## src/hdl/mlvc_pkg.sv

```systemverilog
package mlvc_pkg;

    localparam int CFG_INDEX_W = 3;
    localparam int CFG_DATA_W  = 16;

    localparam logic [CFG_INDEX_W-1:0] REG_GOAL_VX  = 3'd0;
    localparam logic [CFG_INDEX_W-1:0] REG_GOAL_VY  = 3'd1;
    localparam logic [CFG_INDEX_W-1:0] REG_GOAL_WZ  = 3'd2;
    localparam logic [CFG_INDEX_W-1:0] REG_DEADBAND = 3'd3;
    localparam logic [CFG_INDEX_W-1:0] REG_TICK     = 3'd4;

    localparam logic [CFG_DATA_W-1:0] DEADBAND_RESET = 16'd32;
    localparam logic [CFG_DATA_W-1:0] TICK_RESET     = 16'd328;

    localparam int GAIN_W = 18;
    localparam logic signed [GAIN_W-1:0] K_FF_XY = 18'sd126910;
    localparam logic signed [GAIN_W-1:0] K_FF_W  = 18'sd41942;
    localparam logic signed [GAIN_W-1:0] K_I_XY  = 18'sd127042;
    localparam logic signed [GAIN_W-1:0] K_I_W   = 18'sd41663;

    localparam int CMD_W     = 24;
    localparam int CMD_SHIFT = 12;
    localparam int CMD_ROUND = 2048;
    localparam int FRAC_SHIFT = 8;
    localparam logic signed [CMD_W-1:0] CMD_MAX = 24'sh7FFFFF;
    localparam logic signed [CMD_W-1:0] CMD_MIN = 24'sh800000;

    localparam int Q_DEPTH = 2;
    localparam int Q_PW    = $clog2(Q_DEPTH);

    typedef struct packed {
        logic signed [CFG_DATA_W-1:0] goal_vx;
        logic signed [CFG_DATA_W-1:0] goal_vy;
        logic signed [CFG_DATA_W-1:0] goal_wz;
        logic [CFG_DATA_W-1:0]        deadband;
        logic [CFG_DATA_W-1:0]        tick_period;
    } t_cfg;

    function automatic int f_err_w(input int speed_w);
        return (speed_w + 2 > CFG_DATA_W + 1) ? speed_w + 2 : CFG_DATA_W + 1;
    endfunction

    function automatic int f_entry_w(input int speed_w);
        return 3 * (speed_w + 1) + 3 * (speed_w + 2) + 3 * f_err_w(speed_w) + 1;
    endfunction

endpackage

```

## src/hdl/mlvc_if.sv

```systemverilog
interface mlvc_in_if #(parameter int SPEED_WIDTH = 16);
    logic                          valid;
    logic                          ready;
    logic signed [SPEED_WIDTH-1:0] wheel_speed_1;
    logic signed [SPEED_WIDTH-1:0] wheel_speed_2;
    logic signed [SPEED_WIDTH-1:0] wheel_speed_3;
    logic signed [SPEED_WIDTH-1:0] wheel_speed_4;
    logic                          clear_integrators;

    modport source (output valid, output wheel_speed_1, output wheel_speed_2,
                    output wheel_speed_3, output wheel_speed_4,
                    output clear_integrators, input ready);
    modport sink (input valid, input wheel_speed_1, input wheel_speed_2,
                  input wheel_speed_3, input wheel_speed_4,
                  input clear_integrators, output ready);
endinterface

interface mlvc_out_if #(parameter int SPEED_WIDTH = 16);
    logic                        valid;
    logic                        ready;
    logic signed [23:0]          command_wheel_1;
    logic signed [23:0]          command_wheel_2;
    logic signed [23:0]          command_wheel_3;
    logic signed [23:0]          command_wheel_4;
    logic signed [SPEED_WIDTH:0]   body_vx;
    logic signed [SPEED_WIDTH:0]   body_vy;
    logic signed [SPEED_WIDTH:0]   body_wz;
    logic signed [SPEED_WIDTH+1:0] error_vx;
    logic signed [SPEED_WIDTH+1:0] error_vy;
    logic signed [SPEED_WIDTH+1:0] error_wz;

    modport source (output valid, output command_wheel_1, output command_wheel_2,
                    output command_wheel_3, output command_wheel_4,
                    output body_vx, output body_vy, output body_wz,
                    output error_vx, output error_vy, output error_wz,
                    input ready);
    modport sink (input valid, input command_wheel_1, input command_wheel_2,
                  input command_wheel_3, input command_wheel_4,
                  input body_vx, input body_vy, input body_wz,
                  input error_vx, input error_vy, input error_wz,
                  output ready);
endinterface

interface mlvc_cfg_if;
    logic        valid;
    logic        ready;
    logic [2:0]  index;
    logic [15:0] data;

    modport source (output valid, output index, output data, input ready);
    modport sink (input valid, input index, input data, output ready);
endinterface

```

## src/hdl/mlvc_regs.sv

```systemverilog
module mlvc_regs import mlvc_pkg::*; (
    input  logic       i_clk,
    input  logic       i_rst_n,
    mlvc_cfg_if.sink   i_cfg,
    output t_cfg       o_cfg
);

    t_cfg r_cfg;

    assign i_cfg.ready = 1'b1;
    assign o_cfg       = r_cfg;

    always_ff @(posedge i_clk) begin
        if (!i_rst_n) begin
            r_cfg.goal_vx     <= '0;
            r_cfg.goal_vy     <= '0;
            r_cfg.goal_wz     <= '0;
            r_cfg.deadband    <= DEADBAND_RESET;
            r_cfg.tick_period <= TICK_RESET;
        end else if (i_cfg.valid) begin
            unique case (i_cfg.index)
                REG_GOAL_VX:  r_cfg.goal_vx     <= i_cfg.data;
                REG_GOAL_VY:  r_cfg.goal_vy     <= i_cfg.data;
                REG_GOAL_WZ:  r_cfg.goal_wz     <= i_cfg.data;
                REG_DEADBAND: r_cfg.deadband    <= i_cfg.data;
                REG_TICK:     r_cfg.tick_period <= i_cfg.data;
                default: ;
            endcase
        end
    end

endmodule

```

## src/hdl/mlvc_front.sv

```systemverilog
module mlvc_front import mlvc_pkg::*; #(
    parameter int SPEED_WIDTH = 16,
    localparam int ERR_W   = f_err_w(SPEED_WIDTH),
    localparam int ENTRY_W = f_entry_w(SPEED_WIDTH)
) (
    mlvc_in_if.sink            i_in,
    input  t_cfg               i_cfg,
    output logic               o_valid,
    input  logic               i_ready,
    output logic [ENTRY_W-1:0] o_data
);

    localparam int SUM_W  = SPEED_WIDTH + 2;
    localparam int TRI_W  = SPEED_WIDTH + 4;
    localparam int BODY_W = SPEED_WIDTH + 1;
    localparam int EOUT_W = SPEED_WIDTH + 2;

    function automatic logic signed [BODY_W-1:0] f_body(input logic signed [SUM_W-1:0] s);
        logic signed [TRI_W-1:0] t;
        t = TRI_W'(s) + (TRI_W'(s) <<< 1);
        return BODY_W'(t >>> 3);
    endfunction

    function automatic logic signed [ERR_W-1:0] f_err(input logic signed [15:0] goal,
                                                      input logic signed [BODY_W-1:0] body);
        return ERR_W'(goal) - ERR_W'(body);
    endfunction

    function automatic logic signed [ERR_W-1:0] f_db(input logic signed [ERR_W-1:0] e,
                                                     input logic [15:0] db);
        logic [ERR_W-1:0] mag;
        mag = e[ERR_W-1] ? ERR_W'(-e) : ERR_W'(e);
        return (mag < ERR_W'(db)) ? '0 : e;
    endfunction

    logic signed [SUM_W-1:0]  w1, w2, w3, w4;
    logic signed [SUM_W-1:0]  sx, sy, sw;
    logic signed [BODY_W-1:0] bx, by, bw;
    logic signed [ERR_W-1:0]  ex, ey, ew;

    assign w1 = SUM_W'(i_in.wheel_speed_1);
    assign w2 = SUM_W'(i_in.wheel_speed_2);
    assign w3 = SUM_W'(i_in.wheel_speed_3);
    assign w4 = SUM_W'(i_in.wheel_speed_4);

    assign sx = w1 + w2 + w3 + w4;
    assign sy = w1 - w2 + w3 - w4;
    assign sw = w1 - w2 - w3 + w4;

    assign bx = f_body(sx);
    assign by = f_body(sy);
    assign bw = f_body(sw);

    assign ex = f_err(signed'(i_cfg.goal_vx), bx);
    assign ey = f_err(signed'(i_cfg.goal_vy), by);
    assign ew = f_err(signed'(i_cfg.goal_wz), bw);

    assign o_valid    = i_in.valid;
    assign i_in.ready = i_ready;
    assign o_data = {i_in.clear_integrators, bx, by, bw,
                     ex[EOUT_W-1:0], ey[EOUT_W-1:0], ew[EOUT_W-1:0],
                     f_db(ex, i_cfg.deadband), f_db(ey, i_cfg.deadband),
                     f_db(ew, i_cfg.deadband)};

endmodule

```

## src/hdl/mlvc_queue.sv

```systemverilog
module mlvc_queue import mlvc_pkg::*; #(
    parameter int WIDTH = 8
) (
    input  logic             i_clk,
    input  logic             i_rst_n,
    input  logic             i_valid,
    output logic             o_ready,
    input  logic [WIDTH-1:0] i_data,
    output logic             o_valid,
    input  logic             i_ready,
    output logic [WIDTH-1:0] o_data
);

    logic [WIDTH-1:0] r_mem [Q_DEPTH];
    logic [Q_PW-1:0]  r_wr;
    logic [Q_PW-1:0]  r_rd;
    logic [Q_PW:0]    r_count;
    logic             push;
    logic             pop;

    function automatic logic [Q_PW-1:0] f_next(input logic [Q_PW-1:0] p);
        return (p == Q_PW'(Q_DEPTH - 1)) ? '0 : p + 1'b1;
    endfunction

    assign o_ready = (r_count != (Q_PW + 1)'(Q_DEPTH));
    assign o_valid = (r_count != '0);
    assign o_data  = r_mem[r_rd];
    assign push    = i_valid && o_ready;
    assign pop     = o_valid && i_ready;

    always_ff @(posedge i_clk) begin
        if (push) begin
            r_mem[r_wr] <= i_data;
        end
    end

    always_ff @(posedge i_clk) begin
        if (!i_rst_n) begin
            r_wr    <= '0;
            r_rd    <= '0;
            r_count <= '0;
        end else begin
            if (push) begin
                r_wr <= f_next(r_wr);
            end
            if (pop) begin
                r_rd <= f_next(r_rd);
            end
            if (push && !pop) begin
                r_count <= r_count + 1'b1;
            end else if (pop && !push) begin
                r_count <= r_count - 1'b1;
            end
        end
    end

endmodule

```

## src/hdl/mlvc_back.sv

```systemverilog
module mlvc_back import mlvc_pkg::*; #(
    parameter int SPEED_WIDTH      = 16,
    parameter int INTEGRATOR_WIDTH = 32,
    localparam int ENTRY_W = f_entry_w(SPEED_WIDTH)
) (
    input  logic               i_clk,
    input  logic               i_rst_n,
    input  t_cfg               i_cfg,
    input  logic               i_valid,
    output logic               o_ready,
    input  logic [ENTRY_W-1:0] i_data,
    mlvc_out_if.source         o_res
);

    localparam int IW     = INTEGRATOR_WIDTH;
    localparam int ERR_W  = f_err_w(SPEED_WIDTH);
    localparam int BODY_W = SPEED_WIDTH + 1;
    localparam int EOUT_W = SPEED_WIDTH + 2;
    localparam int MA     = (ERR_W > IW - FRAC_SHIFT) ? ERR_W : IW - FRAC_SHIFT;
    localparam int PW     = MA + GAIN_W;
    localparam int SUMI_W = PW + 1;
    localparam int CW     = PW + 4;
    localparam int QW     = CW - CMD_SHIFT;

    localparam logic signed [IW-1:0] I_MAX = {1'b0, {(IW - 1){1'b1}}};
    localparam logic signed [IW-1:0] I_MIN = {1'b1, {(IW - 1){1'b0}}};
    localparam logic signed [CW-1:0] RND   = CW'(CMD_ROUND);

    localparam logic [1:0] ST_IDLE = 2'd0;
    localparam logic [1:0] ST_MUL  = 2'd1;
    localparam logic [1:0] ST_MIX  = 2'd2;
    localparam logic [1:0] ST_OUT  = 2'd3;

    localparam logic [3:0] OP_EX   = 4'd0;
    localparam logic [3:0] OP_EY   = 4'd1;
    localparam logic [3:0] OP_EW   = 4'd2;
    localparam logic [3:0] OP_FX   = 4'd3;
    localparam logic [3:0] OP_FY   = 4'd4;
    localparam logic [3:0] OP_FW   = 4'd5;
    localparam logic [3:0] OP_HX   = 4'd6;
    localparam logic [3:0] OP_LX   = 4'd7;
    localparam logic [3:0] OP_HY   = 4'd8;
    localparam logic [3:0] OP_LY   = 4'd9;
    localparam logic [3:0] OP_HW   = 4'd10;
    localparam logic [3:0] OP_LW   = 4'd11;
    localparam logic [3:0] OP_DONE = 4'd12;

    function automatic logic signed [IW-1:0] f_isat(input logic signed [IW-1:0] acc,
                                                    input logic signed [PW-1:0] inc);
        logic signed [SUMI_W-1:0] s;
        s = SUMI_W'(acc) + SUMI_W'(inc);
        if (s > SUMI_W'(I_MAX)) begin
            return I_MAX;
        end else if (s < SUMI_W'(I_MIN)) begin
            return I_MIN;
        end
        return s[IW-1:0];
    endfunction

    function automatic logic signed [CMD_W-1:0] f_cmd(input logic signed [CW-1:0] c);
        logic signed [QW-1:0] q;
        q = QW'(c >>> CMD_SHIFT);
        if (q > QW'(CMD_MAX)) begin
            return CMD_MAX;
        end else if (q < QW'(CMD_MIN)) begin
            return CMD_MIN;
        end
        return q[CMD_W-1:0];
    endfunction

    logic                       q_clear;
    logic signed [BODY_W-1:0]   q_bx, q_by, q_bw;
    logic signed [EOUT_W-1:0]   q_ox, q_oy, q_ow;
    logic signed [ERR_W-1:0]    q_dx, q_dy, q_dw;

    assign {q_clear, q_bx, q_by, q_bw, q_ox, q_oy, q_ow, q_dx, q_dy, q_dw} = i_data;

    logic [1:0]               r_state, n_state;
    logic [3:0]               r_step, n_step;
    logic signed [IW-1:0]     r_ix, r_iy, r_iw;
    logic signed [ERR_W-1:0]  r_dx, r_dy, r_dw;
    logic signed [BODY_W-1:0] r_bx, r_by, r_bw;
    logic signed [EOUT_W-1:0] r_ox, r_oy, r_ow;
    logic signed [PW-1:0]     r_prod;
    logic signed [CW-1:0]     r_sx, r_sy, r_fw, r_tw;
    logic signed [CW-1:0]     r_p, r_m, r_d, r_e;
    logic                     r_ovalid;
    logic signed [CMD_W-1:0]  r_c1, r_c2, r_c3, r_c4;
    logic signed [BODY_W-1:0] r_res_bx, r_res_by, r_res_bw;
    logic signed [EOUT_W-1:0] r_res_ox, r_res_oy, r_res_ow;

    logic signed [MA-1:0]     mul_a;
    logic signed [GAIN_W-1:0] mul_b;
    logic signed [GAIN_W-1:0] tick_b;
    logic [3:0]               c_op;
    logic                     consume;
    logic                     pop;
    logic                     out_free;
    logic                     out_load;
    logic signed [CW-1:0]     prod_full;
    logic signed [CW-1:0]     prod_frac;

    assign o_ready   = (r_state == ST_IDLE);
    assign pop       = i_valid && o_ready;
    assign out_free  = !r_ovalid || o_res.ready;
    assign out_load  = (r_state == ST_OUT) && out_free;
    assign c_op      = r_step - 4'd1;
    assign consume   = (r_state == ST_MUL) && (r_step != 4'd0);
    assign tick_b    = {2'b00, i_cfg.tick_period};
    assign prod_full = CW'(r_prod);
    assign prod_frac = CW'(r_prod >>> FRAC_SHIFT);

    always_comb begin
        mul_a = '0;
        mul_b = '0;
        if (r_state == ST_MUL) begin
            unique case (r_step)
                OP_EX: begin mul_a = MA'(r_dx); mul_b = tick_b; end
                OP_EY: begin mul_a = MA'(r_dy); mul_b = tick_b; end
                OP_EW: begin mul_a = MA'(r_dw); mul_b = tick_b; end
                OP_FX: begin mul_a = MA'(signed'(i_cfg.goal_vx)); mul_b = K_FF_XY; end
                OP_FY: begin mul_a = MA'(signed'(i_cfg.goal_vy)); mul_b = K_FF_XY; end
                OP_FW: begin mul_a = MA'(signed'(i_cfg.goal_wz)); mul_b = K_FF_W; end
                OP_HX: begin mul_a = MA'(r_ix >>> FRAC_SHIFT); mul_b = K_I_XY; end
                OP_LX: begin mul_a = MA'({1'b0, r_ix[FRAC_SHIFT-1:0]}); mul_b = K_I_XY; end
                OP_HY: begin mul_a = MA'(r_iy >>> FRAC_SHIFT); mul_b = K_I_XY; end
                OP_LY: begin mul_a = MA'({1'b0, r_iy[FRAC_SHIFT-1:0]}); mul_b = K_I_XY; end
                OP_HW: begin mul_a = MA'(r_iw >>> FRAC_SHIFT); mul_b = K_I_W; end
                OP_LW: begin mul_a = MA'({1'b0, r_iw[FRAC_SHIFT-1:0]}); mul_b = K_I_W; end
                default: ;
            endcase
        end
    end

    always_comb begin
        n_state = r_state;
        n_step  = r_step;
        unique case (r_state)
            ST_IDLE: begin
                if (pop) begin
                    n_state = ST_MUL;
                    n_step  = '0;
                end
            end
            ST_MUL: begin
                if (r_step == OP_DONE) begin
                    n_state = ST_MIX;
                end else begin
                    n_step = r_step + 4'd1;
                end
            end
            ST_MIX: n_state = ST_OUT;
            ST_OUT: begin
                if (out_free) begin
                    n_state = ST_IDLE;
                end
            end
            default: n_state = ST_IDLE;
        endcase
    end

    always_ff @(posedge i_clk) begin
        if (!i_rst_n) begin
            r_state  <= ST_IDLE;
            r_step   <= '0;
            r_ovalid <= 1'b0;
            r_ix     <= '0;
            r_iy     <= '0;
            r_iw     <= '0;
        end else begin
            r_state <= n_state;
            r_step  <= n_step;
            if (out_load) begin
                r_ovalid <= 1'b1;
            end else if (o_res.ready) begin
                r_ovalid <= 1'b0;
            end
            if (pop && q_clear) begin
                r_ix <= '0;
                r_iy <= '0;
                r_iw <= '0;
            end else if (consume) begin
                priority case (c_op)
                    OP_EX: r_ix <= f_isat(r_ix, r_prod >>> FRAC_SHIFT);
                    OP_EY: r_iy <= f_isat(r_iy, r_prod >>> FRAC_SHIFT);
                    OP_EW: r_iw <= f_isat(r_iw, r_prod >>> FRAC_SHIFT);
                    default: ;
                endcase
            end
        end
    end

    always_ff @(posedge i_clk) begin
        r_prod <= mul_a * mul_b;
        if (pop) begin
            r_dx <= q_dx;
            r_dy <= q_dy;
            r_dw <= q_dw;
            r_bx <= q_bx;
            r_by <= q_by;
            r_bw <= q_bw;
            r_ox <= q_ox;
            r_oy <= q_oy;
            r_ow <= q_ow;
        end
        if (consume) begin
            priority case (c_op)
                OP_FX: r_sx <= prod_full;
                OP_FY: r_sy <= prod_full;
                OP_FW: r_fw <= prod_full;
                OP_HX: r_sx <= r_sx + prod_full;
                OP_LX: r_sx <= r_sx + prod_frac;
                OP_HY: r_sy <= r_sy + prod_full;
                OP_LY: r_sy <= r_sy + prod_frac;
                OP_HW: r_tw <= prod_full;
                OP_LW: r_tw <= r_tw + prod_frac;
                default: ;
            endcase
        end
        if (r_state == ST_MIX) begin
            r_p <= r_sx + r_sy + RND;
            r_m <= r_sx - r_sy + RND;
            r_d <= r_fw - r_tw;
            r_e <= r_fw + r_tw;
        end
        if (out_load) begin
            r_c1     <= f_cmd(r_p + r_d);
            r_c2     <= f_cmd(r_m - r_d);
            r_c3     <= f_cmd(r_p - r_d);
            r_c4     <= f_cmd(r_m - r_e);
            r_res_bx <= r_bx;
            r_res_by <= r_by;
            r_res_bw <= r_bw;
            r_res_ox <= r_ox;
            r_res_oy <= r_oy;
            r_res_ow <= r_ow;
        end
    end

    assign o_res.valid           = r_ovalid;
    assign o_res.command_wheel_1 = r_c1;
    assign o_res.command_wheel_2 = r_c2;
    assign o_res.command_wheel_3 = r_c3;
    assign o_res.command_wheel_4 = r_c4;
    assign o_res.body_vx         = r_res_bx;
    assign o_res.body_vy         = r_res_by;
    assign o_res.body_wz         = r_res_bw;
    assign o_res.error_vx        = r_res_ox;
    assign o_res.error_vy        = r_res_oy;
    assign o_res.error_wz        = r_res_ow;

endmodule

```

## src/hdl/mecanum_lqr_velocity_control_core.sv

```systemverilog
// Mecanum wheel velocity controller with feedforward and integral action.
// Channels:
//   i_in   one word per control tick: four wheel speeds and a flag that
//          zeroes the three axis integrators before this tick accumulates.
//   o_res  one word per tick: four saturated wheel commands, the measured
//          body velocities and the goal-minus-measured errors.
//   i_cfg  register writes (goals, error deadband, tick period); always
//          ready; the user writes them only between ticks; not enforced.
// The back end takes a new word only when idle, once the last has left its
//   output state; its single shared multiplier forms twelve products per
//   tick (three error increments, three feedforward terms, two integrator
//   partial products per axis), then a mix step feeds the output register.
// A two-word queue sits between the kinematics front end and the multiply
//   sequencer, so up to two ticks can be taken while one is in work.
// When o_res is stalled the finished word holds in the output register;
//   the next tick runs up to its final step and waits there.
// Reset clears the integrators, the queue and the output valid, and loads
//   the register defaults.
module mecanum_lqr_velocity_control_core import mlvc_pkg::*; #(
    parameter int SPEED_WIDTH      = 16,
    parameter int INTEGRATOR_WIDTH = 32
) (
    input  logic        i_clk,
    input  logic        i_rst_n,
    mlvc_in_if.sink     i_in,
    mlvc_cfg_if.sink    i_cfg,
    mlvc_out_if.source  o_res
);

    localparam int ENTRY_W = f_entry_w(SPEED_WIDTH);

    t_cfg               cfg;
    logic               f_valid;
    logic               f_ready;
    logic [ENTRY_W-1:0] f_data;
    logic               q_valid;
    logic               q_ready;
    logic [ENTRY_W-1:0] q_data;

    mlvc_regs u_regs (
        .i_clk   (i_clk),
        .i_rst_n (i_rst_n),
        .i_cfg   (i_cfg),
        .o_cfg   (cfg)
    );

    mlvc_front #(
        .SPEED_WIDTH (SPEED_WIDTH)
    ) u_front (
        .i_in    (i_in),
        .i_cfg   (cfg),
        .o_valid (f_valid),
        .i_ready (f_ready),
        .o_data  (f_data)
    );

    mlvc_queue #(
        .WIDTH (ENTRY_W)
    ) u_queue (
        .i_clk   (i_clk),
        .i_rst_n (i_rst_n),
        .i_valid (f_valid),
        .o_ready (f_ready),
        .i_data  (f_data),
        .o_valid (q_valid),
        .i_ready (q_ready),
        .o_data  (q_data)
    );

    mlvc_back #(
        .SPEED_WIDTH      (SPEED_WIDTH),
        .INTEGRATOR_WIDTH (INTEGRATOR_WIDTH)
    ) u_back (
        .i_clk   (i_clk),
        .i_rst_n (i_rst_n),
        .i_cfg   (cfg),
        .i_valid (q_valid),
        .o_ready (q_ready),
        .i_data  (q_data),
        .o_res   (o_res)
    );

endmodule

```

## src/flat_wrapper.sv

```systemverilog
// flat-port wrapper written by rule: the top's interface ports become plain ports
module mecanum_lqr_velocity_control_core_flat import mlvc_pkg::*;
#(
    parameter int SPEED_WIDTH      = 16,
    parameter int INTEGRATOR_WIDTH = 32
)
  (i_clk, i_rst_n, i_in_valid, i_in_wheel_speed_1, i_in_wheel_speed_2, i_in_wheel_speed_3, i_in_wheel_speed_4, i_in_clear_integrators, i_in_ready, i_cfg_valid, i_cfg_index, i_cfg_data, i_cfg_ready, o_res_valid, o_res_command_wheel_1, o_res_command_wheel_2, o_res_command_wheel_3, o_res_command_wheel_4, o_res_body_vx, o_res_body_vy, o_res_body_wz, o_res_error_vx, o_res_error_vy, o_res_error_wz, o_res_ready);
  mlvc_in_if #(.SPEED_WIDTH(SPEED_WIDTH)) i_in_i ();
  mlvc_cfg_if i_cfg_i ();
  mlvc_out_if #(.SPEED_WIDTH(SPEED_WIDTH)) o_res_i ();
  input  logic i_clk;
  input  logic i_rst_n;
  input wire logic [$bits(i_in_i.valid)-1:0] i_in_valid;
  input wire logic [$bits(i_in_i.wheel_speed_1)-1:0] i_in_wheel_speed_1;
  input wire logic [$bits(i_in_i.wheel_speed_2)-1:0] i_in_wheel_speed_2;
  input wire logic [$bits(i_in_i.wheel_speed_3)-1:0] i_in_wheel_speed_3;
  input wire logic [$bits(i_in_i.wheel_speed_4)-1:0] i_in_wheel_speed_4;
  input wire logic [$bits(i_in_i.clear_integrators)-1:0] i_in_clear_integrators;
  output wire logic [$bits(i_in_i.ready)-1:0] i_in_ready;
  input wire logic [$bits(i_cfg_i.valid)-1:0] i_cfg_valid;
  input wire logic [$bits(i_cfg_i.index)-1:0] i_cfg_index;
  input wire logic [$bits(i_cfg_i.data)-1:0] i_cfg_data;
  output wire logic [$bits(i_cfg_i.ready)-1:0] i_cfg_ready;
  output wire logic [$bits(o_res_i.valid)-1:0] o_res_valid;
  output wire logic [$bits(o_res_i.command_wheel_1)-1:0] o_res_command_wheel_1;
  output wire logic [$bits(o_res_i.command_wheel_2)-1:0] o_res_command_wheel_2;
  output wire logic [$bits(o_res_i.command_wheel_3)-1:0] o_res_command_wheel_3;
  output wire logic [$bits(o_res_i.command_wheel_4)-1:0] o_res_command_wheel_4;
  output wire logic [$bits(o_res_i.body_vx)-1:0] o_res_body_vx;
  output wire logic [$bits(o_res_i.body_vy)-1:0] o_res_body_vy;
  output wire logic [$bits(o_res_i.body_wz)-1:0] o_res_body_wz;
  output wire logic [$bits(o_res_i.error_vx)-1:0] o_res_error_vx;
  output wire logic [$bits(o_res_i.error_vy)-1:0] o_res_error_vy;
  output wire logic [$bits(o_res_i.error_wz)-1:0] o_res_error_wz;
  input wire logic [$bits(o_res_i.ready)-1:0] o_res_ready;
  assign i_in_i.valid = i_in_valid;
  assign i_in_i.wheel_speed_1 = i_in_wheel_speed_1;
  assign i_in_i.wheel_speed_2 = i_in_wheel_speed_2;
  assign i_in_i.wheel_speed_3 = i_in_wheel_speed_3;
  assign i_in_i.wheel_speed_4 = i_in_wheel_speed_4;
  assign i_in_i.clear_integrators = i_in_clear_integrators;
  assign i_in_ready = i_in_i.ready;
  assign i_cfg_i.valid = i_cfg_valid;
  assign i_cfg_i.index = i_cfg_index;
  assign i_cfg_i.data = i_cfg_data;
  assign i_cfg_ready = i_cfg_i.ready;
  assign o_res_valid = o_res_i.valid;
  assign o_res_command_wheel_1 = o_res_i.command_wheel_1;
  assign o_res_command_wheel_2 = o_res_i.command_wheel_2;
  assign o_res_command_wheel_3 = o_res_i.command_wheel_3;
  assign o_res_command_wheel_4 = o_res_i.command_wheel_4;
  assign o_res_body_vx = o_res_i.body_vx;
  assign o_res_body_vy = o_res_i.body_vy;
  assign o_res_body_wz = o_res_i.body_wz;
  assign o_res_error_vx = o_res_i.error_vx;
  assign o_res_error_vy = o_res_i.error_vy;
  assign o_res_error_wz = o_res_i.error_wz;
  assign o_res_i.ready = o_res_ready;
  mecanum_lqr_velocity_control_core #(.SPEED_WIDTH(SPEED_WIDTH), .INTEGRATOR_WIDTH(INTEGRATOR_WIDTH)) u_core (.i_clk(i_clk), .i_rst_n(i_rst_n), .i_in(i_in_i), .i_cfg(i_cfg_i), .o_res(o_res_i));
endmodule
```

## config.mk

```make
export PLATFORM = sky130hd
export DESIGN_NAME = mecanum_lqr_velocity_control_core_flat
export DESIGN_NICKNAME = d
export VERILOG_FILES = /design/src/hdl/mlvc_pkg.sv /design/src/hdl/mlvc_if.sv /design/src/hdl/mlvc_regs.sv /design/src/hdl/mlvc_front.sv /design/src/hdl/mlvc_queue.sv /design/src/hdl/mlvc_back.sv /design/src/hdl/mecanum_lqr_velocity_control_core.sv /design/src/flat_wrapper.sv
export SDC_FILE = /design/constraint.sdc
export NUM_CORES = 2
export LEC_CHECK = 0
export BUFFER_PORTS_ARGS = -buffer_cell sky130_fd_sc_hd__buf_4
export CORE_UTILIZATION = 65
export CTS_CLUSTER_DIAMETER = 30
export CTS_CLUSTER_SIZE = 12
export DETAILED_ROUTE_END_ITERATION = 8
export GPL_TIMING_DRIVEN = 0
export PLACE_DENSITY_LB_ADDON = 0.12
export RECOVER_POWER = 100
export SLEW_MARGIN = 40
export SYNTH_ARGS = -nofsm -noshare
export SYNTH_HDL_FRONTEND = slang
export SYNTH_SLANG_ARGS = --single-unit
```

## constraint.sdc

```tcl
create_clock -name i_clk -period 35.7 [get_ports i_clk]
set_clock_uncertainty 0.15 [all_clocks]
set_input_delay 3.57 -clock i_clk [delete_from_list [all_inputs] [get_ports i_clk]]
set_output_delay 3.57 -clock i_clk [all_outputs]
set_load 0.05 [all_outputs]
```

==> results.yml <==
outcome:
  status: "finished, violations left"
  violations: "capacitance limit, slew limit"
synth:
  netlist_area_um2: 98700
  synth_common_cells: "inv_1 (1106), edfxtp_1 (1042), ha_1 (999), nand2_1 (925), a21oi_1 (683)"
  synth_area_per_cell_um2: 9.90
  synth_edf_count: 1042
  async_flop_share: 0
  synth-seq-cells: 1272
  syn_nets: 11500
  ys.warnings.count: 0
  yosys.area.top_type: "edfxtp_1"
  synth_most_common_cell: "inv_1"
  ys_top_cells_by_area: "edfxtp_1 (32%), ha_1 (13%), fa_1 (9.8%), dfxtp_1 (4.7%), xnor2_1 (4.3%)"
  yosysUniqueCellTypes: 98
  synth_top_cell_area_share: 0.317
  ys_seq_area_frac: 0.364
  synthFlopType: "edfxtp_1"
  synthCells: 9966
worst_hold_path:
  hp-class: "reg2reg"
setup_path:
  worst_setup_path_start_kind: "input pin"
  worstSetupPathType: "in2reg"
  crit_arrival_ns: 16.28
  cp-startpoint: "i_in_wheel_speed_2[1]"
  cp_top_family: "compound AO/OA/AOI/OAI gates"
  crit_fanout: 11
  slowest_stage: "a2111oi_0"
  reg2reg_from: "u_core.u_back.r_step[2]"
  crit_required_ns: 36.15
  r2r-end: "u_core.u_back.r_prod[40]"
  critPathCaptureType: "flop"
  reg2regPathDepth: 35
  critical_path_cell_count: 56
  crit_end: "u_core.u_queue.r_mem[0][29]"
  cp_num_buf_inv: 6
  rrSetupSlack_ns: 24.15
  slowest_delay_ns: 0.65
  cpMostUsedCell: "o21ai_0"
clocking:
  cts_tree: "built"
  path_clk_slew_ns: 0.05
  clock_path_buffers: 4
  post-cts-setup-buffers: 0
  cts_hold_buf: 0
  htree_levels: 5
  cts_resized: 0
  cts_made_buffers: 285
  root_buffer: "clkbuf_16"
  clock-sinks: 1272
  clock_latency_ns: 0.94
floorplanning:
  core_um2: 150000
  die_h_um: 392
  initial_core_util: 0.657
  num_rows: 142
  ios: 293
  die-area_um2: 153000
  dieWidth_um: 392
pwr:
  power.density_nw_per_um2: 116
  ir_drop_mv: 0.144
  total_power_mw: 13.1
  leakage_nw: 48.1
detailed_routing:
  route.detailed.drc: 0
  wire_per_inst_um: 24.1
  ant_nets: 0
  drt-vias-per-instance: 6.22
  finalWirelength_um: 309000
  dr.first_iter.drc_count: 7682
  drtPass1Iterations: 6
  vias: 79900
sta:
  maxSlewHeadroom: -1.45
  setup_viol: 0
  worst_slew_pin_slew_ns: 3.67
  final.period_utilization: 0.444
  finalCriticalPeriod_ns: 15.84
  finalSetupTns_ns: 0
  fmax_mhz: 63.2
  rsz0062_at_grt: "no"
  finalHoldViolCount: 0
  slew_viol_final: 535
grt:
  grtUsageTotal: 0.400
  antenna_found_initial: 14
  grt_overflow: 0
  grt_pass1_vias: 80500
  grt_max_degree: 63
  grt_pass1_wl_um: 463000
final_layout:
  area_growth_syn_to_layout_pct: 14.1
  drive_gt1_frac: 0.0747
  nNetsFinal: 12200
placement:
  gp_congestion: 1.05
  hpwl_um: 238000
  io_buffers: 291
run:
  drv_cap: 17
## worst register-to-register path, delay by kind of cell (launching register included)
| kind | cells | cell delay (ns) |
|---|---|---|
| flops | 1 | 0.30 |
| compound gates | 14 | 4.53 |
| fa+ha+maj | 6 | 2.29 |
| xor+xnor | 1 | 0.17 |
| simple gates | 7 | 1.82 |
| buf+inv | 7 | 2.28 |
## cell type report
class,count,area [µm²]
inverters,1107,4160
fillers,10500,37700
flip-flops and latches,1272,35900
multi-input cells,7283,57600
clock buffers,339,7640
plain buffers,304,1160
repair buffers,351,1670
clock inverters,159,1860
well taps,2016,2520
diodes,15,37.5
## where the power goes
group / switching (mW) / internal (mW) / total (mW)
combinational: 4.89 / 2.60 / 7.48
sequential: 0.304 / 2.68 / 2.99
clock: 0.859 / 1.74 / 2.60
## stage by stage
stage	setup slack, ns	instance area [µm²]	hold WS, ns	util	instances
after CTS	20.37	114000	0.221	0.760	12800
after global placement	17.52	103000	0.252	0.688	12300
final	19.86	113000	0.226	0.749	12800
after global routing	19.03	113000	0.226	0.749	12800
after detailed placement	19.59	105000	0.255	0.697	12300
after floorplan	21.57	98700	0.250	-	9966
## cells by family (layout without fill, tap and decap cells)
logic type / Yosys count / after routing / synth area share
AND/OR/NAND/NOR: 2438 / 2438 / 0.113
AO/OA/AOI/OAI: 2392 / 2392 / 0.152
adder cells (fa/ha/maj): 1487 / 1487 / 0.225
buffers and inverters: 1411 / 2260 / 0.0539
flip-flops: 1272 / 1272 / 0.364
XOR/XNOR: 721 / 721 / 0.0643
multiplexers: 244 / 244 / 0.0277
other: 1 / 16 / 0.0000380
## placed cells by master (no fill, tap or decap), drive strengths merged, types with 30 or more instances in the layout
cell and n:
dfxtp 230, fa 482, xnor2 489, clkbuf 890, nand2b 112, ha 999
nand4 62, a21boi 120, a22oi 56, mux2 231, a21o 276, o31ai 40
nor3 106, bufinv 30, inv 1143, a31oi 65, a211oi 51, a21oi 687
or3 36, o21bai 146, nor2 659, and3 76, and2 66, o21ai 618
nand3 154, buf 104, nor2b 115, o21a 88, clkinv 71, nand2 925
xor2 230, edfxtp 1042
## registers in the layout, summed over array words and instances, names as in the netlist, 24 cells and up, named ones only
| name | flops |
|---|---|
| u_core.u_back.o_res.command_wheel_4 | 24 |
| u_core.u_back.r_e | 45 |
| u_core.u_regs.o_cfg | 80 |
| u_core.u_back.r_iw | 32 |
| u_core.u_back.r_d | 46 |
| u_core.u_back.r_m | 45 |
| u_core.u_back.r_p | 46 |
| u_core.u_back.o_res.command_wheel_1 | 24 |
| u_core.u_back.r_fw | 42 |
| u_core.u_back.o_res.command_wheel_3 | 24 |
| u_core.u_queue.r_mem | 320 |
| u_core.u_back.r_sy | 46 |
| u_core.u_back.r_iy | 32 |
| u_core.u_back.r_sx | 46 |
| u_core.u_back.r_prod | 42 |
| u_core.u_back.r_ix | 32 |
| u_core.u_back.o_res.command_wheel_2 | 24 |
| u_core.u_back.r_tw | 46 |
## how the worst min path moves through the flow
stage	slack (ns)	start	cells past startpoint	to
after CTS	0.22	u_core.u_back.r_ow[11]	0	u_core.u_back.o_res.error_wz[11]
after global routing	0.23	u_core.u_back.r_ow[11]	0	u_core.u_back.o_res.error_wz[11]
after global placement	0.25	u_core.u_back.r_by[0]	0	u_core.u_back.o_res.body_vy[0]
after floorplan	0.25	u_core.u_back.r_bx[0]	0	u_core.u_back.o_res.body_vx[0]
after detailed placement	0.25	u_core.u_back.r_by[2]	0	u_core.u_back.o_res.body_vy[2]
final	0.23	u_core.u_back.r_ow[11]	0	u_core.u_back.o_res.error_wz[11]
## layer usage
metal  vias to the layer above  global-route usage  wire length [µm]
li1                      36200                   -                 -
met3                      1140              0.0795             27800
met4                         8               0.279             24300
met5                         -                   0                66
met2                      4238               0.646            141000
met1                     38400               0.482            116000
Power figures use the tool's default switching activity.
